`config.mk`:
```
export PLATFORM = sky130hd
export DESIGN_NAME = static_link_pool_allocator_core
export DESIGN_NICKNAME = d
export VERILOG_FILES = /design/src/rtl/slpa_pkg.sv /design/src/rtl/slpa_ram.sv /design/src/rtl/slpa_seq.sv /design/src/rtl/static_link_pool_allocator_core.sv
export SDC_FILE = /design/constraint.sdc
export NUM_CORES = 1
export LEC_CHECK = 0
export ABC_CLOCK_PERIOD_IN_PS = 7600
export BUFFER_PORTS_ARGS = -buffer_cell sky130_fd_sc_hd__clkbuf_2
export CAP_MARGIN = 25
export CORE_MARGIN = 3
export CORE_UTILIZATION = 50
export CTS_BUF_LIST = sky130_fd_sc_hd__clkbuf_4 sky130_fd_sc_hd__clkbuf_8
export DETAILED_ROUTE_END_ITERATION = 12
export PLACE_DENSITY = 0.69
export SLEW_MARGIN = 15
export SYNTH_ARGS = -nofsm -noshare
export SYNTH_HDL_FRONTEND = slang
export SYNTH_HIERARCHICAL = 1
export SYNTH_SLANG_ARGS = --single-unit
```
`constraint.sdc`:
```
create_clock -name clk -period 7.6 [get_ports clk]
set_clock_uncertainty 0.1 [all_clocks]
set_input_delay 1.52 -clock clk [delete_from_list [all_inputs] [get_ports clk]]
set_output_delay 1.52 -clock clk [all_outputs]
set_load 0.03 [all_outputs]
```
`src/rtl/slpa_pkg.sv`:
```
// Shared types, codes and defaults of the static link pool allocator.
// No dependencies; every other file of the block but slpa_ram imports this package.
package slpa_pkg;

    localparam int POOL_DEPTH_DEF = 16;
    localparam int SIZE_RST_VAL   = 16;
    localparam int APB_AW         = 3;
    localparam int APB_DW         = 32;

    localparam logic [1:0] FUNC_ALLOC = 2'd0;
    localparam logic [1:0] FUNC_FREE  = 2'd1;
    localparam logic [1:0] FUNC_GET   = 2'd2;
    localparam logic [1:0] FUNC_NEXT  = 2'd3;

    localparam logic [1:0] STATUS_OK    = 2'd0;
    localparam logic [1:0] STATUS_RANGE = 2'd1;
    localparam logic [1:0] STATUS_EMPTY = 2'd2;

    localparam logic REG_POOL_SIZE = 1'b0;

    typedef struct packed {
        logic [1:0] func;
        logic [4:0] position;
    } cmd_t;

    typedef struct packed {
        logic [3:0] slot_index;
        logic [1:0] status;
    } rsp_t;

    typedef enum logic [2:0] {
        ST_INIT,
        ST_IDLE,
        ST_ALLOC_RD,
        ST_ALLOC_WR,
        ST_WALK
    } state_t;

    typedef struct packed {
        logic cfg_wr;
        logic go_alloc;
        logic go_walk;
        logic init_last;
        logic walk_last;
    } seq_in_t;

    typedef struct packed {
        logic busy;
        logic init_step;
        logic alloc_rd;
        logic alloc_wr;
        logic walk_step;
    } seq_out_t;

endpackage

```
`src/rtl/slpa_ram.sv`:
```
// Generic single-write, single-read RAM with registered read data.
// No dependencies.
module slpa_ram #(
    parameter int WIDTH = 4,
    parameter int DEPTH = 16
) (
    input  logic                     clk,
    input  logic                     we,
    input  logic [$clog2(DEPTH)-1:0] waddr,
    input  logic [WIDTH-1:0]         wdata,
    input  logic [$clog2(DEPTH)-1:0] raddr,
    output logic [WIDTH-1:0]         rdata
);

    logic [WIDTH-1:0] mem [DEPTH];

    always_ff @(posedge clk)
    begin
        if (we)
        begin
            mem[waddr] <= wdata;
        end
        rdata <= mem[raddr];
    end

endmodule

```
`src/rtl/slpa_seq.sv`:
```
// Sequencer of the allocator: link sweep, alloc steps and link walk.
// Depends on slpa_pkg.
module slpa_seq (
    input  logic               clk,
    input  logic               rst_n,
    input  slpa_pkg::seq_in_t  sin,
    output slpa_pkg::seq_out_t sout
);
    import slpa_pkg::*;

    state_t state_reg;
    state_t state_next;

    always_ff @(posedge clk or negedge rst_n)
    begin
        if (!rst_n)
        begin
            state_reg <= ST_INIT;
        end
        else
        begin
            state_reg <= state_next;
        end
    end

    always_comb
    begin
        state_next = state_reg;
        case (state_reg)
            ST_INIT:
            begin
                if (sin.init_last)
                begin
                    state_next = ST_IDLE;
                end
            end
            ST_IDLE:
            begin
                if (sin.go_alloc)
                begin
                    state_next = ST_ALLOC_RD;
                end
                else if (sin.go_walk)
                begin
                    state_next = ST_WALK;
                end
            end
            ST_ALLOC_RD: state_next = ST_ALLOC_WR;
            ST_ALLOC_WR: state_next = ST_IDLE;
            ST_WALK:
            begin
                if (sin.walk_last)
                begin
                    state_next = ST_IDLE;
                end
            end
            default: state_next = ST_INIT;
        endcase
        if (sin.cfg_wr)
        begin
            state_next = ST_INIT;
        end
    end

    always_comb
    begin
        sout = '0;
        case (state_reg)
            ST_INIT:
            begin
                sout.busy      = 1'b1;
                sout.init_step = 1'b1;
            end
            ST_IDLE: sout.busy = 1'b0;
            ST_ALLOC_RD:
            begin
                sout.busy     = 1'b1;
                sout.alloc_rd = 1'b1;
            end
            ST_ALLOC_WR:
            begin
                sout.busy     = 1'b1;
                sout.alloc_wr = 1'b1;
            end
            ST_WALK:
            begin
                sout.busy      = 1'b1;
                sout.walk_step = 1'b1;
            end
            default: sout.busy = 1'b1;
        endcase
    end

endmodule

```
`src/rtl/static_link_pool_allocator_core.sv`:
```
// Static link pool allocator: top level with link RAM, datapath and APB register.
// Depends on slpa_pkg, slpa_ram and slpa_seq.
//
// A command word is taken when start is high and busy is low; its result word
// appears on rsp for exactly one cycle with done high, and the receiver cannot
// stall it. Free and every rejected command give their result in the cycle after
// they are taken. Alloc reads the free head's link when taken, then makes two link
// writes through the single RAM write port. Get and next walk up to pool_size + 1
// links, one registered link RAM read per link. After reset and after every
// pool_size write the block sweeps pool_size entries of the link RAM (16 after
// reset), one entry per cycle, with busy high.
module static_link_pool_allocator_core #(
    parameter int POOL_DEPTH = slpa_pkg::POOL_DEPTH_DEF
) (
    input  logic                       clk,
    input  logic                       rst_n,
    input  logic                       start,
    output logic                       busy,
    input  slpa_pkg::cmd_t             cmd,
    output logic                       done,
    output slpa_pkg::rsp_t             rsp,
    input  logic                       psel,
    input  logic                       penable,
    input  logic                       pwrite,
    input  logic [slpa_pkg::APB_AW-1:0] paddr,
    input  logic [slpa_pkg::APB_DW-1:0] pwdata,
    output logic [slpa_pkg::APB_DW-1:0] prdata,
    output logic                       pready
);
    import slpa_pkg::*;

    localparam int LW       = $clog2(POOL_DEPTH);
    localparam int SIZE_RST = (POOL_DEPTH < SIZE_RST_VAL) ? POOL_DEPTH : SIZE_RST_VAL;

    seq_in_t  sin;
    seq_out_t sout;

    logic [4:0]    size_reg;
    logic [LW-1:0] free_head_reg;
    logic [LW-1:0] tail_reg;
    logic [4:0]    count_reg;
    logic [4:0]    init_idx_reg;
    logic [5:0]    remain_reg;
    logic          done_reg;
    rsp_t          rsp_reg;

    logic          cfg_wr;
    logic [4:0]    size_wr;
    logic          accept;
    logic          alloc_full;
    logic          free_zero;
    logic          free_range;
    logic          walk_range;
    logic [5:0]    walk_steps;
    logic          do_free;

    logic          ram_we;
    logic [LW-1:0] ram_waddr;
    logic [LW-1:0] ram_wdata;
    logic [LW-1:0] ram_raddr;
    logic [LW-1:0] ram_rdata;

    assign pready = 1'b1;
    assign cfg_wr = psel && penable && pwrite && (paddr[2] == REG_POOL_SIZE);
    assign prdata = (paddr[2] == REG_POOL_SIZE) ? APB_DW'(size_reg) : '0;

    always_comb
    begin
        size_wr = pwdata[4:0];
        if (size_wr == 5'd0)
        begin
            size_wr = 5'd1;
        end
        else if (int'(size_wr) > POOL_DEPTH)
        begin
            size_wr = 5'(POOL_DEPTH);
        end
    end

    assign busy   = sout.busy || cfg_wr;
    assign accept = start && !busy;

    assign alloc_full = ({1'b0, count_reg} + 6'd1) > {1'b0, size_reg};
    assign free_zero  = (count_reg == 5'd0);
    assign free_range = (cmd.position >= size_reg);
    assign walk_range = (cmd.position > size_reg);
    assign walk_steps = (cmd.func == FUNC_GET) ? {1'b0, cmd.position}
                                               : {1'b0, cmd.position} + 6'd1;
    assign do_free    = accept && (cmd.func == FUNC_FREE) && !free_zero && !free_range;

    assign sin.cfg_wr    = cfg_wr;
    assign sin.go_alloc  = accept && (cmd.func == FUNC_ALLOC) && !alloc_full;
    assign sin.go_walk   = accept && (cmd.func == FUNC_GET || cmd.func == FUNC_NEXT)
                           && !walk_range && (walk_steps != 6'd0);
    assign sin.init_last = ({1'b0, init_idx_reg} + 6'd1) == {1'b0, size_reg};
    assign sin.walk_last = (remain_reg == 6'd0);

    slpa_seq u_seq (
        .clk   (clk),
        .rst_n (rst_n),
        .sin   (sin),
        .sout  (sout)
    );

    always_comb
    begin
        ram_we    = 1'b0;
        ram_waddr = tail_reg;
        ram_wdata = '0;
        if (sout.init_step)
        begin
            ram_we    = 1'b1;
            ram_waddr = LW'(init_idx_reg);
            ram_wdata = sin.init_last ? '0 : LW'(init_idx_reg + 5'd1);
        end
        else if (do_free)
        begin
            ram_we    = 1'b1;
            ram_waddr = LW'(cmd.position);
            ram_wdata = free_head_reg;
        end
        else if (sout.alloc_rd)
        begin
            ram_we    = 1'b1;
            ram_wdata = free_head_reg;
        end
        else if (sout.alloc_wr)
        begin
            ram_we = 1'b1;
        end
    end

    assign ram_raddr = sout.walk_step ? ram_rdata : (sin.go_alloc ? free_head_reg : '0);

    slpa_ram #(
        .WIDTH (LW),
        .DEPTH (POOL_DEPTH)
    ) u_link_ram (
        .clk   (clk),
        .we    (ram_we),
        .waddr (ram_waddr),
        .wdata (ram_wdata),
        .raddr (ram_raddr),
        .rdata (ram_rdata)
    );

    always_ff @(posedge clk or negedge rst_n)
    begin
        if (!rst_n)
        begin
            size_reg      <= 5'(SIZE_RST);
            free_head_reg <= '0;
            tail_reg      <= '0;
            count_reg     <= 5'd1;
            init_idx_reg  <= '0;
            remain_reg    <= '0;
            done_reg      <= 1'b0;
        end
        else
        begin
            done_reg <= 1'b0;
            if (cfg_wr)
            begin
                size_reg      <= size_wr;
                free_head_reg <= '0;
                tail_reg      <= '0;
                count_reg     <= 5'd1;
                init_idx_reg  <= '0;
            end
            else if (sout.init_step)
            begin
                init_idx_reg <= init_idx_reg + 5'd1;
            end
            else if (accept)
            begin
                case (cmd.func)
                    FUNC_ALLOC: done_reg <= alloc_full;
                    FUNC_FREE:
                    begin
                        done_reg <= 1'b1;
                        if (do_free)
                        begin
                            free_head_reg <= LW'(cmd.position);
                            count_reg     <= count_reg - 5'd1;
                        end
                    end
                    default:
                    begin
                        done_reg   <= walk_range || (walk_steps == 6'd0);
                        remain_reg <= walk_steps - 6'd1;
                    end
                endcase
            end
            else if (sout.alloc_rd)
            begin
                free_head_reg <= ram_rdata;
                tail_reg      <= free_head_reg;
            end
            else if (sout.alloc_wr)
            begin
                count_reg <= count_reg + 5'd1;
                done_reg  <= 1'b1;
            end
            else if (sout.walk_step)
            begin
                remain_reg <= remain_reg - 6'd1;
                done_reg   <= sin.walk_last;
            end
        end
    end

    always_ff @(posedge clk)
    begin
        if (accept)
        begin
            rsp_reg.slot_index <= 4'd0;
            case (cmd.func)
                FUNC_ALLOC: rsp_reg.status <= STATUS_RANGE;
                FUNC_FREE:
                begin
                    if (free_zero)
                    begin
                        rsp_reg.status <= STATUS_EMPTY;
                    end
                    else if (free_range)
                    begin
                        rsp_reg.status <= STATUS_RANGE;
                    end
                    else
                    begin
                        rsp_reg.status <= STATUS_OK;
                    end
                end
                default: rsp_reg.status <= walk_range ? STATUS_RANGE : STATUS_OK;
            endcase
        end
        else if (sout.alloc_wr)
        begin
            rsp_reg.slot_index <= 4'(tail_reg);
            rsp_reg.status     <= STATUS_OK;
        end
        else if (sout.walk_step)
        begin
            rsp_reg.slot_index <= 4'(ram_rdata);
            rsp_reg.status     <= STATUS_OK;
        end
    end

    assign done = done_reg;
    assign rsp  = rsp_reg;

endmodule

```
After elaboration in Yosys (flattened, before gate mapping)
Memory sizes are Yosys's and may differ from the RTL's. A register that Yosys moved wholly into a read port is not among the register bits.
Cells that the tools add are included.
{"block": "word_totals", "ram_bits": 64, "reg_bits": 39, "out_inout_bits": 41, "memories": 1}
{"block": "classes", "addsub": 8, "n_reduce_logical": 40, "eq_ne": 19, "bitwise_logic": 3, "order_cmp": 4, "n_mux": 67}
{"memory": "u_link_ram.mem", "depth": 16, "word_bits": 4, "rd": 1, "rd_ports_with_merged_regs": 1, "write_ports": 1, "line_no": "slpa_ram.sv:15", "source": "logic [WIDTH-1:0] mem [DEPTH];"}
{"operator": "$mux W4", "n": 18}
{"operator": "$mux W5", "n": 12}
{"operator": "$mux W6", "n": 8}
{"operator": "$mux W1", "n": 19}
{"operator": "$add A5 B1 Y6 const B", "n": 3}
{"operator": "$mux W3", "n": 5}
{"operator": "$pmux W3 S5", "n": 1}
{"operator": "$logic_and A1 B1 Y1", "n": 12}
{"operator": "$logic_not A6 Y1", "n": 2}
{"operator": "$sub A6 B1 Y6 const B", "n": 2}
{"operator": "$add A5 B1 Y5 const B", "n": 2}
{"operator": "$logic_not A5 Y1", "n": 2}
{"operator": "$reduce_bool A3 Y1", "n": 3}
{"operator": "$reduce_bool A2 Y1", "n": 4}
{"operator": "$eq A3 B2 Y1 const B", "n": 2}
{"operator": "$eq A6 B5 Y1", "n": 1}
{"operator": "$gt A6 B5 Y1", "n": 1}
{"operator": "$ne A2 B1 Y1 const B", "n": 3}
{"operator": "$ne A3 B2 Y1 const B", "n": 2}
{"operator": "$ne A3 B3 Y1 const B", "n": 2}
{"operator": "$reduce_and A3 Y1", "n": 2}
{"operator": "$reduce_and A6 Y1", "n": 1}
{"operator": "$reduce_bool A6 Y1", "n": 1}
{"operator": "$ge A5 B5 Y1", "n": 1}
{"operator": "other kinds (21)", "n": 32}

Longest topological paths before layout
Gate-level depths: netlist of run 1.
{"block": "depth", "word_depth": 14, "ltp_mapped": 15, "ltp_nobuf": 12}

Hierarchy
The synthesis of run 1 kept the hierarchy.
{"module": "static_link_pool_allocator_core", "area_each_um2": 3119.2, "seq_area_each_um2": 893.4, "cells_each": 381, "instances": 1}
{"module": "slpa_ram", "area_each_um2": 2666.3, "seq_area_each_um2": 2001.9, "cells_each": 130, "instances": 1}
{"module": "slpa_seq", "area_each_um2": 215.2, "seq_area_each_um2": 75.1, "cells_each": 23, "instances": 1}

Worst setup path after synthesis of run 1
OpenSTA, ideal clock, no wires.
{"block": "synth_timing", "kind": "input to register", "startpoint": "input port cmd[0] (netlist name)", "endpoint": "memory u_link_ram.mem[0][0], enable pin", "setup_ns": 0.361, "required_time_ns": 7.139, "stages": 9, "arrival_ns": 3.823, "slack_ns": 3.316, "path_buffers": 0, "cell_sequence": "inv_1 > ha_1 > and2_1 > o31ai_1 > nand4_1 > mux2i_1 > o21ai_0 > or3b_2 > nor3_1"}
{"item": "start: declaration", "line_no": "static_link_pool_allocator_core.sv:19", "source": "input slpa_pkg::cmd_t cmd,"}
{"item": "$ge A5 B5 Y1", "line_no": "static_link_pool_allocator_core.sv:85", "source": "assign free_range = (cmd.position >= size_reg);"}
{"item": "$logic_not A1 Y1", "line_no": "static_link_pool_allocator_core.sv:89", "source": "assign do_free = accept && (cmd.func == FUNC_FREE) && !free_zero && !free_range;"}
{"item": "$logic_and A1 B1 Y1", "line_no": "static_link_pool_allocator_core.sv:89"}
{"item": "$mux W4", "line_no": "static_link_pool_allocator_core.sv:116", "source": "else if (do_free)"}
{"item": "$mux W4", "line_no": "static_link_pool_allocator_core.sv:110", "source": "if (sout.init_step)"}
{"item": "via ram_waddr[2]", "line_no": "static_link_pool_allocator_core.sv:58", "source": "logic [LW-1:0] ram_waddr;"}
{"item": "end: declaration", "line_no": "slpa_ram.sv:15"}
The timed path passes the listed nets, and every way through them passes these cells.

Final worst setup path of run 1
{"block": "layout_timing", "startpoint": "input port start", "endpoint": "register u_link_ram.rdata[1] (read register of u_link_ram.mem)"}
{"block": "layout_via", "elab_chain_len": 5}
{"item": "start: declaration", "line_no": "static_link_pool_allocator_core.sv:17", "source": "input logic start,"}
{"item": "$logic_and A1 B1 Y1", "line_no": "static_link_pool_allocator_core.sv:81", "source": "assign accept = start && !busy;"}
{"item": "$logic_and A1 B1 Y1 (2 in series)", "line_no": "static_link_pool_allocator_core.sv:92", "source": "assign sin.go_alloc = accept && (cmd.func == FUNC_ALLOC) && !alloc_full;"}
{"item": "$mux W4 (2 in series)", "line_no": "static_link_pool_allocator_core.sv:133", "source": "assign ram_raddr = sout.walk_step ? ram_rdata : (sin.go_alloc ? free_head_reg : '0);"}
{"item": "via ram_raddr[0]", "line_no": "static_link_pool_allocator_core.sv:60", "source": "logic [LW-1:0] ram_raddr;"}
{"item": "end: declaration", "line_no": "slpa_ram.sv:12", "source": "output logic [WIDTH-1:0] rdata"}
The timed path passes the listed nets, and every way through them passes these cells.
A chain may end at the register's enable or synchronous reset.

==> run_results.csv, run 1 <==
group,metric,value,unit
synth,avgSynthCellArea,11.2,µm²
timing,slew_headroom,0.334,
run_status,status,"complete, no violations",
worst_setup_path,crit_arrival,5.23,ns
clock_tree,cts_repair_resize_count,0,
worst_setup_path,cp.required,7.78,ns
worst_setup_path,worst-setup-path-type,"in2reg",
clock_tree,clk_latency,0.39,ns
global_route,grt_pass1_wl,20.3,mm
job,cap_violations,0,
timing,fin_crit,5.05,ns
worst_setup_path,cp.depth,10,
synth,ys_ff_latch,107,
floorplanning,coreArea,11600,µm²
clock_tree,clk_pin_slew,0.10,ns
route,vias,4129,
worst_setup_path,slowest_stage,"nand2_1",
global_route,grt_pass1_vias,3933,
synth,yosysMostFrequentCell,"edfxtp_1",
floorplanning,start_util,0.519,
floorplanning,die_w,116,µm
synth,synthArstFlopShare,0.308,
floorplanning,num_io_pins,89,
cells_and_area,antennaDiodeCount,0,
global_route,track_usage,0.199,
worst_setup_path,cp-start-kind,"primary input",
route,drt_first_pass_iters,5,
route,wl_per_cell,17.6,µm
floorplanning,die_y,116,µm
route,drtIter0Drc,287,
synth,syn-cell-area,6000,µm²
worst_setup_path,crit_start,"start",
cells_and_area,largest_reg_flops,64,
floorplanning,die-area,13400,µm²
cells_and_area,fin_nets,627,
global_route,gr-total-overflow,0,
cells_and_area,nFillCells,1004,
synth,ys.flop_type,"edfxtp_1",
route,viasPerCell,5.83,
timing,fmax,0.198,GHz
route,routed_wl,12.5,mm
timing,rsz0062_at_grt,"false",
clock_tree,cts_tree,"yes",
synth,yosysTopAreaCellShare,0.330,
clock_tree,cts_buffer_depth,2,
worst_setup_path,critPathTopFamily,"simple AND/OR/NAND/NOR gates",
power,cellPowerDensity,364,nW/µm²
worst_setup_path,r2r_setup_slack,2.89,ns
global_route,grt_max_degree,34,
worst_setup_path,path_cells,"clkbuf_2 > nor2b_1 > nand2_1 > nor4_1 > o21ai_0 > o31ai_2 > buf_4 > mux4_1 > a22oi_1 > nand3_1",
clock_tree,cts_buffers,9,
cells_and_area,synthToLayoutAreaGrowth,6.03,%
worst_setup_path,critPathMaxStageDelay,0.61,ns
route,antenna_left,0,
worst_setup_path,r2r_end,"u_link_ram/rdata[1]$_DFF_P_",
synth,yosysTopAreaCell,"edfxtp_1",
route,drc,0,
synth,syn_inst,534,
timing,finalSetupTns,0,ns
floorplanning,num_rows,39,
worst_setup_path,reg2reg_depth,11,
clock_tree,cts-hold-fix-buffers,0,
timing,finalMaxSlewViolations,0,
global_route,antenna_found_initial,0,
synth,yosys_warnings,6,
timing,tightest_slew,0.988,ns
worst_setup_path,crit_fanout,20,
clock_tree,cts_max_level,3,
worst_setup_path,cp.buffers_inverters,2,
synth,ys_seq_area_frac,0.495,
synth,ys_types,69,
placed_design,dp_hpwl,8.98,mm
worst_hold_path,hp-class,"reg2reg",
synth,ys_top_cells_by_area,"edfxtp_1 (33%), dfrtp_1 (13%), mux4_1 (6.1%)",
worst_setup_path,r2r-start,"u_seq/state_reg[2]$_DFFE_PN0P_",
worst_setup_path,crit_end,"u_link_ram/rdata[1]$_DFF_P_",
cells_and_area,drive_gt1_frac,0.140,
cells_and_area,final_util,0.550,
power,leakage,2.54,nW
power,ir_drop,0.173,mV
placed_design,numPortBuffers,31,
timing,finalHoldViolations,0,
timing,fin_crit_sh,0.665,
clock_tree,root_buffer,"clkbuf_8",
clock_tree,post_cts_buffers,0,
placed_design,gp_congestion,0.834,
timing,final-setup-viol-count,0,
worst_setup_path,crit_path_end_kind,"flop",
clock_tree,cts.sinks,107,
synth,synth-edff-count,66,
synth,yosys-top-cells-count,"edfxtp_1 (66), nand2_1 (50), nor2_1 (48), dfrtp_1 (31)",
-- cell type report --
type                    count  area, µm²  share of cell area
flip-flops and latches    107       2970               0.467
multi-input cells         386       2750               0.432
repair buffers             37        200              0.0315
well taps                 143        179              0.0281
clock buffers              10        131              0.0206
inverters                  19       71.3              0.0112
clock inverters             6       62.6             0.00983
-- worst min-delay path by stage --
stage,start,end,slack (ns),depth (start not counted)
after floorplan,remain_reg[0]$_DFFE_PN0P_,remain_reg[0]$_DFFE_PN0P_,0.38,2
after global placement,tail_reg[0]$_DFFE_PN0P_,tail_reg[0]$_DFFE_PN0P_,0.41,1
after detailed placement,tail_reg[1]$_DFFE_PN0P_,tail_reg[1]$_DFFE_PN0P_,0.42,1
after CTS,tail_reg[1]$_DFFE_PN0P_,tail_reg[1]$_DFFE_PN0P_,0.44,1
after global routing,tail_reg[1]$_DFFE_PN0P_,tail_reg[1]$_DFFE_PN0P_,0.46,1
final,tail_reg[1]$_DFFE_PN0P_,tail_reg[1]$_DFFE_PN0P_,0.44,1
-- stage by stage --
step	area [µm²]	hold slack (ns)	power, W	worst slack, ns	instances
floorplan	6100	0.382	0.00172	3.32	560
global route	6360	0.462	0.00248	2.19	708
CTS	6360	0.443	0.00232	2.53	708
finish	6360	0.444	0.00231	2.55	708
global placement	6150	0.409	0.00192	2.14	690
detailed placement	6160	0.419	0.00197	2.10	692
-- per-layer routing --
| layer | part of all wire | track usage | vias to the layer above |
|---|---|---|---|
| li1 | - | - | 1966 |
| met1 | 0.44 | 0.254 | 2053 |
| met2 | 0.50 | 0.346 | 97 |
| met3 | 0.039 | 0.0381 | 13 |
| met4 | 0.013 | 0.0563 | 0 |
| met5 | 0 | 0 | - |
-- logic make-up after synthesis --
group | synth area share
compound gates | 0.112
xor+xnor | 0.0321
fa+ha+maj | 0.0409
buf+inv | 0.0669
flops | 0.495
mux | 0.0940
other cells | 0.00125
simple gates | 0.158
-- power breakdown --
group | internal [W] | total (W) | leakage [nW] | switching [W]
Sequential | 0.000864 | 0.000977 | 1.08 | 0.000113
Clock | 0.000132 | 0.000343 | 0.100 | 0.000211
Combinational | 0.000383 | 0.000993 | 1.36 | 0.000611
Total | 0.00138 | 0.00231 | 2.54 | 0.000935
-- layout by cell type, fill, tap and decap left out, types with 19 or more instances in the layout --
master,synthesis,layout
nand3_1,19,19
nand2_1,50,50
edfxtp_1,66,66
dfrtp_1,31,31
nor2_1,48,48
clkbuf_2,0,31
conb_1,2,28
o21ai_0,23,23
a21oi_1,28,28
No activity file was read; power rests on OpenSTA's default activity.
==> run 2: changes to the inputs <==
Settings changed: ABC_AREA set to 1, ABC_CLOCK_PERIOD_IN_PS 7600 to 4200, PLACE_DENSITY 0.69 to 0.72.
Clock period 7.6 ns to 4.2 ns, I/O delays scaled along.
==> run_results.csv, run 2 <==
group,metric,value,unit
cells_and_area,final_cell_mix,"nand2_1 (192), inv_1 (118), nand3_1 (85), edfxtp_1 (66), nor2_1 (52)",
cells_and_area,synthToLayoutAreaGrowth,5.97,%
timing,final-setup-viol-count,0,
worst_setup_path,crit_path_end_kind,"flop",
global_route,grt_pass1_vias,4620,
placed_design,dp_slack,0.631,ns
route,drt_first_pass_iters,5,
cells_and_area,antennaDiodeCount,0,
synth,synth-edff-count,66,
timing,fin_ws,0.626,ns
worst_setup_path,critPathTopFamily,"simple AND/OR/NAND/NOR gates",
synth,yosys-top-cells-count,"nand2_1 (192), inv_1 (118), nand3_1 (85), edfxtp_1 (66), nor2_1 (52)",
floorplanning,start_util,0.514,
clock_tree,cts_tree,"yes",
worst_setup_path,path_cells,"inv_1 > ha_1 > ha_1 > a21oi_1 > nor2_1 > o21bai_1 > nand2_1 > o21ai_0 > nand2_1 > inv_2 > nand3_1 > o21ai_2 > buf_4 > nand2_1 > nand3_1 > nand3_1 > nand3_1 > nand2_1",
global_route,grt_max_degree,34,
cells_and_area,largest_reg_flops,64,
worst_setup_path,worst-setup-path-type,"reg2reg",
cells_and_area,final_util,0.544,
synth,ys_top_cells_by_area,"edfxtp_1 (32%), dfrtp_1 (12%), nand2_1 (12%)",
cells_and_area,final_area,6590,µm²
floorplanning,num_rows,40,
timing,finalHoldViolations,0,
route,drtIter0Drc,436,
worst_setup_path,crit_fanout,21,
synth,yosysMostFrequentCell,"nand2_1",
global_route,track_usage,0.194,
clock_tree,clk_pin_slew,0.11,ns
synth,ys_types,43,
power,leakage,3.18,nW
placed_design,place_area,6400,µm²
synth,ys.flop_type,"edfxtp_1",
timing,finalMaxSlewViolations,0,
route,antenna_left,0,
clock_tree,cts-hold-fix-buffers,0,
placed_design,numPortBuffers,31,
power,cellPowerDensity,636,nW/µm²
placed_design,dp_hpwl,9.71,mm
synth,syn_inst,757,
worst_hold_path,hp-class,"reg2reg",
job,cap_violations,0,
placed_design,gp_congestion,0.889,
synth,yosys_warnings,6,
clock_tree,root_buffer,"clkbuf_8",
timing,slew_headroom,0.366,
timing,finalSetupTns,0,ns
run_status,status,"complete, no violations",
clock_tree,cts.sinks,107,
clock_tree,cts_repair_resize_count,0,
worst_setup_path,cp.buffers_inverters,3,
floorplanning,die-area,13800,µm²
cells_and_area,final_common_cell,"nand2_1",
cells_and_area,nFillCells,1100,
synth,avgSynthCellArea,8.22,µm²
clock_tree,cts_buffer_depth,2,
worst_setup_path,crit_arrival,3.75,ns
power,ir_drop,0.236,mV
route,viasPerCell,5.15,
clock_tree,cts_max_level,3,
cells_and_area,drive_gt1_frac,0.111,
worst_setup_path,slowest_stage,"dfstp_2",
route,drc,0,
clock_tree,post_cts_buffers,0,
route,wl_per_cell,13.7,µm
worst_setup_path,cp-start-kind,"flop",
worst_setup_path,cp.required,4.37,ns
clock_tree,clk_latency,0.38,ns
timing,rsz0062_at_grt,"false",
floorplanning,die_y,118,µm
synth,synthArstFlopShare,0.308,
floorplanning,die_w,118,µm
timing,fin_crit,3.57,ns
timing,fin_crit_sh,0.851,
route,routed_wl,13.1,mm
synth,ys_ff_latch,107,
floorplanning,num_io_pins,89,
timing,tightest_slew,0.951,ns
synth,syn-cell-area,6220,µm²
global_route,gr-total-overflow,0,
synth,yosysTopAreaCellShare,0.319,
timing,fmax,0.280,GHz
synth,ys_seq_area_frac,0.477,
global_route,grt_pass1_wl,21.8,mm
route,vias,4948,
global_route,antenna_found_initial,0,
synth,yosysTopAreaCell,"edfxtp_1",
worst_setup_path,critPathMaxStageDelay,0.62,ns
floorplanning,coreArea,12100,µm²
cells_and_area,fin_nets,854,
clock_tree,cts_buffers,9,
run 2: cell count changes in the layout (fill, tap and decap cells not counted), sizes merged, moves of 8 or more:
cell | before | now
nand2 | 50 | 198
o21ai | 25 | 49
a21oi | 30 | 16
nand3 | 19 | 89
o31ai | 9 | 0
inv | 23 | 128
xnor2 | 15 | 3
nor3 | 13 | 5
mux4 | 16 | 0
mux2i | 8 | 0
nand2b | 10 | 0
run 2: cell type report:
type / instances / area (µm²) / share of cell area
flip-flops and latches: 107 / 2970 / 0.451
multi-input cells: 503 / 2510 / 0.381
inverters: 125 / 480 / 0.0729
repair buffers: 41 / 230 / 0.0349
well taps: 168 / 210 / 0.0319
clock buffers: 10 / 131 / 0.0199
clock inverters: 6 / 58.8 / 0.00892
run 2: power breakdown:
group	switching (W)	internal [W]	leakage [nW]	total (W)
combinational	0.00133	0.000608	1.98	0.00194
sequential	0.000169	0.00148	1.09	0.00165
clock	0.000373	0.000237	0.0998	0.000610
run 2: cell families after synthesis:
| family | count (synthesis) | synth area share |
|---|---|---|
| simple gates | 365 | 0.259 |
| buf+inv | 173 | 0.135 |
| flops | 107 | 0.477 |
| compound gates | 80 | 0.0718 |
| fa+ha+maj | 19 | 0.0394 |
| xor+xnor | 11 | 0.0155 |
| other cells | 2 | 0.00121 |
run 2: worst min-delay path, cell delays in order (launching register included):
cell,delay [ns]
dfrtp_1,0.37
nand2_1,0.05
o21ai_0,0.06
run 2: final timing paths:
| check | from | to | slack (ns) | depth (start not counted) |
|---|---|---|---|---|
| min in group asynchronous | rst_n | remain_reg[3]$_DFFE_PN0P_ | 0.45 | 1 |
| max in group asynchronous | rst_n | init_idx_reg[1]$_DFFE_PN0N_ | 3.00 | 1 |
| setup reg to reg | count_reg[0]$_DFFE_PN1P_ | u_link_ram/rdata[3]$_DFF_P_ | 0.63 | 18 |
| hold / removal | remain_reg[1]$_DFFE_PN0P_ | remain_reg[1]$_DFFE_PN0P_ | 0.42 | 2 |
| hold reg to reg | remain_reg[1]$_DFFE_PN0P_ | remain_reg[1]$_DFFE_PN0P_ | 0.42 | 2 |
| setup / recovery | count_reg[0]$_DFFE_PN1P_ | u_link_ram/rdata[3]$_DFF_P_ | 0.63 | 18 |
run 2: metal layers:
metal | vias up | global-route usage | part of all wire
met5 | - | 0 | 0
met4 | 0 | 0.0733 | 0.019
met3 | 23 | 0.0216 | 0.060
met2 | 184 | 0.315 | 0.47
met1 | 2287 | 0.270 | 0.45
li1 | 2454 | - | -
run 2: through the flow:
step	hold slack [ns]	cells	total power (W)
finish	0.416	960	0.00419
global placement	0.369	944	0.00351
global route	0.461	960	0.00454
CTS	0.421	960	0.00420
floorplan	0.353	783	0.00311
detailed placement	0.396	944	0.00359
